--- config.mk ---
export PLATFORM = sky130hd
export DESIGN_NAME = grc_front
export DESIGN_NICKNAME = d
export VERILOG_FILES = /design/src/hw/rtl/grc_pkg.sv /design/src/hw/rtl/grc_front.sv
export SDC_FILE = /design/constraint.sdc
export NUM_CORES = 1
export LEC_CHECK = 0
export CAP_MARGIN = 20
export CORE_AREA = 3 3 81 83
export CTS_CLUSTER_SIZE = 24
export DETAILED_ROUTE_END_ITERATION = 8
export DIE_AREA = 0 0 84 86
export DONT_BUFFER_PORTS = 1
export PLACE_DENSITY = 0.47
export REMOVE_ABC_BUFFERS = 1
export SYNTH_ARGS = -nofsm -noshare
export SYNTH_HDL_FRONTEND = slang
export SYNTH_SLANG_ARGS = --single-unit
export TNS_END_PERCENT = 1
--- constraint.sdc ---
create_clock -name clk -period 5 [get_ports clk]
set_clock_uncertainty 0.1 [all_clocks]
set_input_delay 0.25 -clock clk [delete_from_list [all_inputs] [get_ports clk]]
set_output_delay 0.25 -clock clk [all_outputs]
set_load 0.005 [all_outputs]
--- src/hw/rtl/grc_pkg.sv ---
// ----------------------------------------------------------------------------
// grc_pkg
// Shared types, constants and tables for the occupancy-grid ray caster.
// ----------------------------------------------------------------------------
package grc_pkg;

  localparam int GridSide      = 128;
  localparam int CoordW        = 7;
  localparam int AddrW         = 2 * CoordW;
  localparam int QueueDepth    = 2;

  localparam logic [1:0] CellFree     = 2'd0;
  localparam logic [1:0] CellOccupied = 2'd1;
  localparam logic [1:0] CellUnknown  = 2'd2;

  localparam logic OpWrite = 1'b0;
  localparam logic OpCast  = 1'b1;

  localparam logic [0:0] RegMapRows = 1'd0;
  localparam logic [0:0] RegMapCols = 1'd1;

  // Classified work handed from the front to the back.
  typedef struct packed {
    logic                   is_cast;
    logic [CoordW-1:0]      x;
    logic [CoordW-1:0]      y;
    logic [1:0]             code;
    logic [3:0]             direction;
  } grc_cmd_t;

  typedef enum logic [2:0] {
    ST_IDLE,
    ST_START,
    ST_CHECK,
    ST_WALK,
    ST_SQUARE,
    ST_ROOT,
    ST_DONE
  } grc_state_t;

  // Per-direction walk setup: major axis, step sign, and the change of the
  // minor coordinate per major step (Q1.12, signed, step sign included).
  typedef struct packed {
    logic              xmajor;
    logic              step_neg;
    logic signed [13:0] slope;
  } grc_dir_t;

  // Direction k points at 22*k degrees.
  function automatic grc_dir_t dir_info(input logic [3:0] k);
    grc_dir_t d;
    d = '0;
    case (k)
      4'd0:  d = '{1'b1, 1'b0, 14'sd0};
      4'd1:  d = '{1'b1, 1'b0, 14'sd1655};
      4'd2:  d = '{1'b1, 1'b0, 14'sd3955};
      4'd3:  d = '{1'b0, 1'b0, 14'sd1824};
      4'd4:  d = '{1'b0, 1'b0, 14'sd143};
      4'd5:  d = '{1'b0, 1'b0, -14'sd1491};
      4'd6:  d = '{1'b0, 1'b0, -14'sd3688};
      4'd7:  d = '{1'b1, 1'b1, 14'sd1998};
      4'd8:  d = '{1'b1, 1'b1, 14'sd286};
      4'd9:  d = '{1'b1, 1'b1, -14'sd1331};
      4'd10: d = '{1'b1, 1'b1, -14'sd3437};
      4'd11: d = '{1'b0, 1'b1, -14'sd2178};
      4'd12: d = '{1'b0, 1'b1, -14'sd431};
      4'd13: d = '{1'b0, 1'b1, 14'sd1175};
      4'd14: d = '{1'b0, 1'b1, 14'sd3200};
      default: d = '{1'b1, 1'b0, -14'sd2365};
    endcase
    return d;
  endfunction

endpackage

--- src/hw/rtl/grc_front.sv ---
// ----------------------------------------------------------------------------
// grc_front
// Accepts commands and holds them in a short queue for the walk engine.
// ----------------------------------------------------------------------------
module grc_front (
  input  logic                  clk,
  input  logic                  rst,
  input  logic                  start,
  output logic                  busy,
  input  logic                  op,
  input  logic [6:0]            cell_x,
  input  logic [6:0]            cell_y,
  input  logic [1:0]            cell_code,
  input  logic [3:0]            direction,
  output logic                  cmd_valid,
  output grc_pkg::grc_cmd_t     cmd,
  input  logic                  cmd_take
);

  grc_pkg::grc_cmd_t queue [grc_pkg::QueueDepth];
  logic       wr_ptr;
  logic       rd_ptr;
  logic [1:0] count;
  logic       push;
  logic       pop;

  assign busy      = (count == 2'(grc_pkg::QueueDepth));
  assign push      = start && !busy;
  assign cmd_valid = (count != 2'd0);
  assign pop       = cmd_take && cmd_valid;
  assign cmd       = queue[rd_ptr];

  always_ff @(posedge clk) begin
    if (push) begin
      queue[wr_ptr] <= '{op == grc_pkg::OpCast, cell_x, cell_y, cell_code, direction};
    end
    if (rst) begin
      wr_ptr <= 1'b0;
      rd_ptr <= 1'b0;
      count  <= 2'd0;
    end else begin
      if (push) wr_ptr <= ~wr_ptr;
      if (pop)  rd_ptr <= ~rd_ptr;
      count <= count + 2'(push) - 2'(pop);
    end
  end

endmodule

Word-level counts from Yosys, hierarchy flattened. Memory sizes are Yosys's and may differ from the RTL's. A register that Yosys moved wholly into a read port is not among the register bits. Cells that the tools add are included.

Flip-flop bits (word level): 4. Latch bits: 0. Bits in writable memories: 42. ROM bits: 0. Input port bits: 25. Output and inout port bits: 23. Logic and storage cells: 17. Memories: 1.

Memories: queue (words 2, bits a word 21, rd ports 1, clocked after Yosys merged registers in 1, wr ports 1, line grc_front.sv:20) `grc_pkg::grc_cmd_t queue [grc_pkg::QueueDepth];`.

Add/sub/neg operators: 2. Multipliers: 0. Div/mod/pow operators: 0. $lt $le $gt $ge: 0. Equality and inequality tests: 1. Shift-type cells: 0. Muxes and demuxes: 4. Bitwise gates (word level): 2. Reduce and logical (&&, ||, !) cells: 4.

Operators with widths (number): $mux W1 (4); $add A2 B1 Y2 (1); $eq A2 B2 Y1 const B (1); $logic_and A1 B1 Y1 (2); $not A1 Y1 (2); $reduce_bool A2 Y1 (1); $sub A2 B1 Y2 (1); $logic_not A1 Y1 (1).

Logic depth before layout (Yosys ltp). Gate-level depths: netlist (run 1).

Depth after elaboration: 5. Mapped depth: 8. Gate-level depth less buffers: 8.

Worst setup path before layout (run 1). OpenSTA, ideal clock, no wires.

Kind: reg-to-reg. From: register count[0]. To: memory queue[0][0] (netlist bit), enable pin. Setup time: 0.376 ns. Arrival: 1.268 ns. Required time: 4.524 ns. Slack: 3.256 ns. Stages on the path, launching flop included: 5. Buffers on the path: 0. Period minus slack after synthesis: 1.744 ns. Path through: dfxtp_1 > nand2b_2 > inv_2 > or3_1 > inv_1.

Longest elaborated chain between the ends: 5.

RTL lines: start: declaration (line grc_front.sv:23) `logic [1:0] count;`; start signal: assignment (line grc_front.sv:44) `count <= count + 2'(push) - 2'(pop);`; $eq A2 B2 Y1 (line grc_front.sv:27) `assign busy = (count == 2'(grc_pkg::QueueDepth));`; via busy (line grc_front.sv:9) `output logic busy,`; $logic_not A1 Y1 (line grc_front.sv:28) `assign push = start && !busy;`; $logic_and A1 B1 Y1 (line grc_front.sv:28); $mux W1 (line grc_front.sv:34) `if (push) begin`; $mux W1 (implied by the code) (line grc_front.sv:35) `queue[wr_ptr] <= '{op == grc_pkg::OpCast, cell_x, cell_y, cell_code, direction};`; end: declaration (line grc_front.sv:20).

The timed path passes the listed nets, and every way through them passes these cells.

==> implementation parameters, run 1 <==
Parameter                              Value

Hold path
  Min-Delay Path Class ... primary input to flip-flop
  Hold Crit Depth ... 3
  Endpoint of the worst hold path ... wr_ptr
  Source of the worst hold timing path ... start

Pwr
  Sw frac ... 23.8%
  VDD IR max ... 0.000198 V
  Total power divided by cell area ... 465 nW/um^2
  Sequential power share ... 52.1%
  Comb pwr share ... 16.5%
  Reported net switching power ... 0.000242 W
  Internal portion of total power ... 0.000773 W
  Leakage ... 0.756 nW
  Clk network pwr share ... 31.4%

STA
  Sum Neg Setup Slack ... 0 ps
  Fin Hold WS ... 129 ps
  Least setup slack across all paths after layout ... 2940 ps
  Post-route fraction of the period consumed by the critical path ... 41.1%
  Remaining max-slew budget at the tightest pin ... 34.5%
  RSZ-0062 raised after global routing ... false
  Final Hold Vio Count ... 0
  Worst-margin pin slew ... 982 ps
  Final setup fails ... 0
  Final critical delay including setup and external delays ... 2060 ps
  Maximum clock rate ... 486 MHz
  Max-slew violation count ... 0

Yosys
  Share of the yosys chip area belonging to registers ... 78.1%
  Synthesized flop and latch total ... 47
  Gate count after technology mapping ... 91
  Synth Area per Inst ... 19.2 sq um
  Number of different library cells in the post-synthesis netlist ... 20
  Total of warnings raised by yosys ... 0
  Area of the mapped netlist ... 1740 sq um

Die
  Area inside the core boundary ... 5920 sq um
  Die width ... 84 microns
  Initial Utilization ... 29.4%
  Height of the chip ... 86 microns
  Die outline area ... 7220 sq um
  Total number of placement rows ... 28
  Top Ports ... 48

Finish
  Antenna Diode Count ... 0
  Fill cell total of the finished layout ... 574
  Share of final-layout standard cells stronger than drive strength 1 ... 12.6%
  Syn-to-layout area delta ... 25.1%
  Final nets ... 145
  Final design instance area without fill ... 2180 sq um
  Final Instance Count excl. Fillers ... 194

Global routing
  Number of antenna violations at the first check in global routing ... 0
  Total global routing track utilization ... 8.82%
  Remaining global-route overflow ... 0
  Vias in the first global route ... 959
  First-pass GRT wire length ... 4860 microns
  Pin count of the biggest net entering global routing ... 22

Setup path
  Worst reg2reg path depth ... 4
  Required arrival time at the worst endpoint ... 4650 ps
  WS Path Type ... flip-flop to output port
  Register-to-register setup slack ... 2990 ps
  Buf/Inv on CP ... 0
  Reg-to-reg startpoint ... count[0]
  Capture instance of the worst register-to-register path ... queue[0][5]
  Kind of cell adding the most delay to the critical path ... flip-flops
  Cell breakdown of the critical path ... mux2_1
  Setup crit start kind ... flip-flop
  Largest incremental delay on the critical path ... 970 ps
  Arrival time of the worst setup path ... 1710 ps
  Worst path slowest cell ... sky130_fd_sc_hd__dfxtp_1
  Top fanout value on the critical path ... 21
  Element type at the critical path end ... output port

Run status
  Status ... finished clean

Clock tree
  Cts repair resizes ... 0
  H-tree depth reported by CTS ... 2
  Library cell used as clock root buffer ... sky130_fd_sc_hd__clkbuf_8
  Clock latency reported for the late side of the worst-skew pair ... 290 ps
  Clock transition at the registers of the reported paths ... 80 ps
  Maximum number of buffers from clock root to sink ... 2
  Sinks on Clock Net ... 47
  CTS Buf Count ... 5
  TritonCTS clock tree ... done

Run
  Max cap viols ... 0

Placement
  Placed wire-length estimate ... 1950 microns
  Count of input and output buffers ... 0
  Post-placement worst setup slack ... 2960 ps
  Cell area reported after detailed placement ... 1830 sq um
  Gpl congestion ... 0.661
  Count of placed standard cells including taps ... 164

Detailed routing
  Per-cell via count in the routed design ... 4.29
  Routed wire length per instance ... 15.2 microns
  Via count ... 833
  DR pass1 iterations ... 2
  Violation count after the first detailed-routing iteration ... 25
  Wire length after detailed routing ... 2950 microns
  DRC violations left ... 0
  ANT nets after route ... 0
[repair_timing]
item	4_1_cts	5_1_grt
hold buffers	22	0
endpoints found under the hold margin	47	0
setup buffers	0	0
[cells in the final DEF (no fill, tap or decap)]
master                           n
sky130_fd_sc_hd__edfxtp_1       42
sky130_fd_sc_hd__dlygate4sd3_1  22
sky130_fd_sc_hd__mux2_1         18
sky130_fd_sc_hd__dfxtp_1         5
sky130_fd_sc_hd__clkbuf_8        5
sky130_fd_sc_hd__mux2_2          3
sky130_fd_sc_hd__inv_1           3
sky130_fd_sc_hd__nor2_1          3
sky130_fd_sc_hd__xnor2_1         2
sky130_fd_sc_hd__ha_1            2
sky130_fd_sc_hd__bufinv_16       2
sky130_fd_sc_hd__o21a_2          1
sky130_fd_sc_hd__nand2b_2        1
sky130_fd_sc_hd__nand2_1         1
sky130_fd_sc_hd__or2_2           1
sky130_fd_sc_hd__and3_2          1
sky130_fd_sc_hd__inv_2           1
sky130_fd_sc_hd__or3_1           1
sky130_fd_sc_hd__nor2b_1         1
sky130_fd_sc_hd__o21ai_0         1
sky130_fd_sc_hd__a21oi_1         1
sky130_fd_sc_hd__xor2_1          1
sky130_fd_sc_hd__clkbuf_1        1
[kinds of logic after synthesis]
logic type               Yosys count  synth area share, %
AO/OA/AOI/OAI                      3                 1.08
XOR/XNOR                           3                 1.51
adder cells (fa/ha/maj)            2                 1.44
buffers and inverters              6                 1.44
flip-flops                        47                 78.1
multiplexers                      21                 13.6
AND/OR/NAND/NOR                    9                 2.87
[cell type report]
| cell class | instances | area, sq um | share of cell area, % |
|---|---|---|---|
| clock buffer | 6 | 72.6 | 3.33 |
| clock inverter | 2 | 60.1 | 2.76 |
| tap | 75 | 93.8 | 4.31 |
| inverter | 4 | 15.0 | 0.689 |
| sequential | 47 | 1360 | 62.5 |
| timing repair buffer | 22 | 220 | 10.1 |
| multi-input combinational | 38 | 357 | 16.4 |
[cells in the mapped netlist]
| master | n | area share, % |
|---|---|---|
| sky130_fd_sc_hd__nand2b_2 | 1 | 0.50 |
| sky130_fd_sc_hd__edfxtp_1 | 42 | 72 |
| sky130_fd_sc_hd__nor2_1 | 3 | 0.65 |
| sky130_fd_sc_hd__dfxtp_1 | 5 | 5.7 |
| sky130_fd_sc_hd__mux2_1 | 18 | 12 |
| sky130_fd_sc_hd__o21ai_0 | 1 | 0.29 |
| sky130_fd_sc_hd__ha_1 | 2 | 1.4 |
| sky130_fd_sc_hd__a21oi_1 | 1 | 0.29 |
| sky130_fd_sc_hd__buf_2 | 2 | 0.57 |
| sky130_fd_sc_hd__nand2_1 | 1 | 0.22 |
| sky130_fd_sc_hd__xor2_1 | 1 | 0.50 |
| sky130_fd_sc_hd__or2_2 | 1 | 0.36 |
| sky130_fd_sc_hd__and3_2 | 1 | 0.43 |
| sky130_fd_sc_hd__o21a_2 | 1 | 0.50 |
| sky130_fd_sc_hd__inv_2 | 1 | 0.22 |
| sky130_fd_sc_hd__xnor2_1 | 2 | 1.0 |
| sky130_fd_sc_hd__inv_1 | 3 | 0.65 |
| sky130_fd_sc_hd__or3_1 | 1 | 0.36 |
| sky130_fd_sc_hd__nor2b_1 | 1 | 0.36 |
| sky130_fd_sc_hd__mux2_2 | 3 | 1.9 |
[how the worst max path moves through the flow]
stage | from | end | slack, ps | cells after the start
6_report | flip-flop | cmd[19] | 2940 | 1
5_1_grt | flip-flop | cmd[5] | 2800 | 1
4_1_cts | flip-flop | cmd[19] | 2870 | 1
3_5_place_dp | count[0] | queue[0][11] | 2960 | 4
3_3_place_gp | count[0] | queue[0][9] | 3000 | 4
2_1_floorplan | count[0] | queue[0][0] | 3260 | 4
[registers in the layout, indices dropped and copies added (netlist names), named ones only]
signal / flops
queue: 42
count: 2
rd_ptr: 1
wr_ptr: 1
[routing by layer]
metal,share of wire [%],GRT usage [%],up-vias
met5,0,0,-
met4,1.4,3.51,0
met1,39,8.57,402
met3,8.0,4.51,5
met2,52,15.9,34
li1,-,-,392
[stage by stage]
stage	total power [W]	utilization [%]
2_1_floorplan	0.000650	-
3_3_place_gp	0.000687	30.9
3_5_place_dp	0.000695	30.9
4_1_cts	0.00103	36.8
5_1_grt	0.00107	36.8
6_report	0.00101	36.8
[power groups by stage]
stage	logic [W]	registers, W	clock network [W]
2_1_floorplan	0.000125	0.000525	0
3_3_place_gp	0.000151	0.000536	0
3_5_place_dp	0.000156	0.000540	0
4_1_cts	0.000175	0.000531	0.000328
5_1_grt	0.000190	0.000537	0.000344
6_report	0.000168	0.000528	0.000318
No activity file was read; power rests on OpenSTA's default activity.
==> run 2, diff against run 1 <==
--- a/config.mk
+++ b/config.mk
@@ -5,11 +5,12 @@
 export SDC_FILE = /design/constraint.sdc
 export NUM_CORES = 1
 export LEC_CHECK = 0
+export ABC_AREA = 1
 export CAP_MARGIN = 20
-export CORE_AREA = 3 3 81 83
+export CORE_AREA = 3 3 83 85
 export CTS_CLUSTER_SIZE = 24
 export DETAILED_ROUTE_END_ITERATION = 8
-export DIE_AREA = 0 0 84 86
+export DIE_AREA = 0 0 86 88
 export DONT_BUFFER_PORTS = 1
 export PLACE_DENSITY = 0.47
 export REMOVE_ABC_BUFFERS = 1
==> constraint.sdc (replaced) <==
create_clock -name clk -period 2.1 [get_ports clk]
set_clock_uncertainty 0.1 [all_clocks]
set_input_delay 0.105 -clock clk [delete_from_list [all_inputs] [get_ports clk]]
set_output_delay 0.105 -clock clk [all_outputs]
set_load 0.005 [all_outputs]
==> run 2 against run 1 <==
Power is 140% higher. Clock-buffer cell count shrank 1. Register-to-register slack worse by 2600 ps. First-iteration DRC count is 32% higher. Highest routed layer unchanged. Combinational power grew to 3.5 times the previous value. Sequential power grew 140%. Hold slack got worse by 110 ps. Design area rose by 5.6%.
==> implementation parameters, run 2 <==
Parameter                              Value

Yosys
  Cell types occupying the most area after synthesis ... sky130_fd_sc_hd__edfxtp_1, sky130_fd_sc_hd__mux2_4, sky130_fd_sc_hd__dfxtp_1
  Largest area contributor in the synthesized netlist ... sky130_fd_sc_hd__edfxtp_1
  Area of the mapped netlist ... 1840 sq um
  Gate count after technology mapping ... 103
  Total of warnings raised by yosys ... 0
  Number of different library cells in the post-synthesis netlist ... 11
  Synth Area per Inst ... 17.9 sq um
  Post-synth EDFFs ... 42
  Commonest cells in the netlist ... sky130_fd_sc_hd__edfxtp_1, sky130_fd_sc_hd__mux2_4, sky130_fd_sc_hd__inv_1, sky130_fd_sc_hd__nor2_1, sky130_fd_sc_hd__nand2_1
  Dominant cell by count in the synthesized netlist ... sky130_fd_sc_hd__edfxtp_1
  Share of the yosys chip area belonging to registers ... 73.9%
  Flip-flop cell with the highest count after synthesis ... sky130_fd_sc_hd__edfxtp_1
  Synthesized flop and latch total ... 47
  Asr flop ratio synth ... 0%
  Top-area cell type share of the netlist area ... 68.4%

Setup path
  Arrival time of the worst setup path ... 1760 ps
  Setup crit start kind ... flip-flop
  Top fanout value on the critical path ... 4
  Required arrival time at the worst endpoint ... 2190 ps
  Element type at the critical path end ... flip-flop
  Reg-to-reg startpoint ... count[0]
  WS Path Type ... flip-flop to flip-flop
  Worst reg2reg path depth ... 10
  Capture instance of the worst register-to-register path ... count[1]
  Register-to-register setup slack ... 420 ps

Detailed routing
  DRC violations left ... 0
  Per-cell via count in the routed design ... 4.17
  Via count ... 888
  Routed wire length per instance ... 13.2 microns
  DR pass1 iterations ... 5
  ANT nets after route ... 0
  Violation count after the first detailed-routing iteration ... 33
  Wire length after detailed routing ... 2800 microns

STA
  Sum Neg Setup Slack ... 0 ps
  Remaining max-slew budget at the tightest pin ... 73.0%
  Least setup slack across all paths after layout ... 422 ps
  Final Hold Vio Count ... 0
  Post-route fraction of the period consumed by the critical path ... 79.9%
  Maximum clock rate ... 596 MHz
  Max-slew violation count ... 0
  Final setup fails ... 0
  RSZ-0062 raised after global routing ... false
  Final critical delay including setup and external delays ... 1680 ps
  Worst-margin pin slew ... 404 ps

Global routing
  Vias in the first global route ... 906
  Number of antenna violations at the first check in global routing ... 0
  Remaining global-route overflow ... 0
  First-pass GRT wire length ... 4300 microns
  Pin count of the biggest net entering global routing ... 22
  Total global routing track utilization ... 7.57%

Finish
  Share of final-layout standard cells stronger than drive strength 1 ... 23.5%
  Biggest regs ... queue (42), count (2)
  Syn-to-layout area delta ... 24.9%
  Final nets ... 162
  Fill cell total of the finished layout ... 626
  Antenna Diode Count ... 0
  Top register by number of flip-flops ... queue
  Commonest cells after routing, fill and taps aside ... sky130_fd_sc_hd__edfxtp_1, sky130_fd_sc_hd__dlygate4sd3_1, sky130_fd_sc_hd__mux2_4
  Most common cell after layout, fill and taps aside ... sky130_fd_sc_hd__edfxtp_1
  Number of flip-flops under the largest register name ... 42

Hold path
  Hold Crit Depth ... 4
  Source of the worst hold timing path ... cmd_take
  Min-Delay Path Class ... primary input to flip-flop

Die
  Total number of placement rows ... 29
  Initial Utilization ... 29.4%
  Die outline area ... 7570 sq um
  Area inside the core boundary ... 6280 sq um
  Top Ports ... 48
  Die width ... 86 microns
  Height of the chip ... 88 microns

Pwr
  VDD IR max ... 0.000367 V
  Total power divided by cell area ... 1070 nW/um^2
  Leakage ... 0.867 nW

Placement
  Placed wire-length estimate ... 1970 microns
  Gpl congestion ... 0.654
  Post-placement worst setup slack ... 436 ps
  Count of input and output buffers ... 0

Clock tree
  TritonCTS clock tree ... done
  Sinks on Clock Net ... 47
  Total setup buffers inserted after CTS ... 0
  H-tree depth reported by CTS ... 2
  Clock latency reported for the late side of the worst-skew pair ... 280 ps
  Maximum number of buffers from clock root to sink ... 2
  CTS Buf Count ... 5
  Clock transition at the registers of the reported paths ... 80 ps
  Library cell used as clock root buffer ... sky130_fd_sc_hd__clkbuf_8

Run
  Max cap viols ... 0

Run status
  Status ... finished clean
run 2: worst max-delay path by stage:
stage / end / from / slack (ps) / depth (start not counted)
5_1_grt: count[1] / count[0] / 290 / 10
2_1_floorplan: queue[0][0] / count[0] / 140 / 4
3_5_place_dp: count[1] / count[0] / 440 / 10
3_3_place_gp: count[1] / count[0] / 570 / 10
6_report: count[1] / count[0] / 420 / 10
4_1_cts: cmd[14] / flip-flop / 430 / 2
run 2: where the power goes:
part | switching [W] | total, W | internal [W]
combinational | 0.000290 | 0.000596 | 0.000306
clock | 0.000273 | 0.000621 | 0.000348
sequential | 0.0000639 | 0.00125 | 0.00119
total | 0.000627 | 0.00247 | 0.00184
run 2: repair_timing:
item / in CTS / in global routing
resized for setup: 0 / 0
endpoints found under the hold margin: 47 / 0
endpoints found under the setup margin: 0 / 0
hold buffers: 24 / 0
run 2: layout make-up:
cell class                      count  area, sq um  area share, %
Clock inverter                      3         38.8           1.68
Sequential cell                    47         1360           59.1
Clock buffer                        5         68.8           2.99
Timing Repair Buffer               27          275           12.0
Multi-Input combinational cell     45          428           18.6
Inverter                            9         33.8           1.47
Tap cell                           77         96.3           4.18
run 2: cells by family (layout without fill, tap and decap cells):
| group | count (synthesis) | after routing | synth area share [%] |
|---|---|---|---|
| multiplexers | 21 | 21 | 16.9 |
| flip-flops | 47 | 47 | 73.9 |
| buffers and inverters | 11 | 44 | 3.05 |
| adder cells (fa/ha/maj) | 2 | 2 | 1.36 |
| AO/OA/AOI/OAI | 2 | 2 | 0.543 |
| AND/OR/NAND/NOR | 20 | 20 | 4.28 |
run 2: through the flow:
step	hold slack [ps]	total power (W)	std cells	area (sq um)	util, %
after floorplan	76.2	0.00171	101	1820	-
after global placement	77.5	0.00183	181	1950	31.1
after detailed placement	82.2	0.00185	181	1950	31.1
after CTS	4.36	0.00252	213	2300	36.7
after global routing	6.17	0.00261	213	2300	36.7
final	20.2	0.00247	213	2300	36.7
run 2: metal layers:
metal | wire length (microns) | track usage, % | vias up
met5 | 0 | 0 | -
met4 | 14 | 3.02 | 0
met3 | 245 | 3.10 | 2
met2 | 1460 | 13.8 | 36
met1 | 1080 | 7.66 | 417
li1 | - | - | 433
run 2: worst max-delay path: stages, from the launching register on:
cell	delay [ps]
sky130_fd_sc_hd__dfxtp_1	370
sky130_fd_sc_hd__inv_1	70
sky130_fd_sc_hd__nand2_1	120
sky130_fd_sc_hd__nand2_1	110
sky130_fd_sc_hd__ha_1	280
sky130_fd_sc_hd__inv_1	40
sky130_fd_sc_hd__ha_1	180
sky130_fd_sc_hd__inv_1	50
sky130_fd_sc_hd__nand2_1	70
sky130_fd_sc_hd__a21oi_1	130
sky130_fd_sc_hd__nor2_1	60
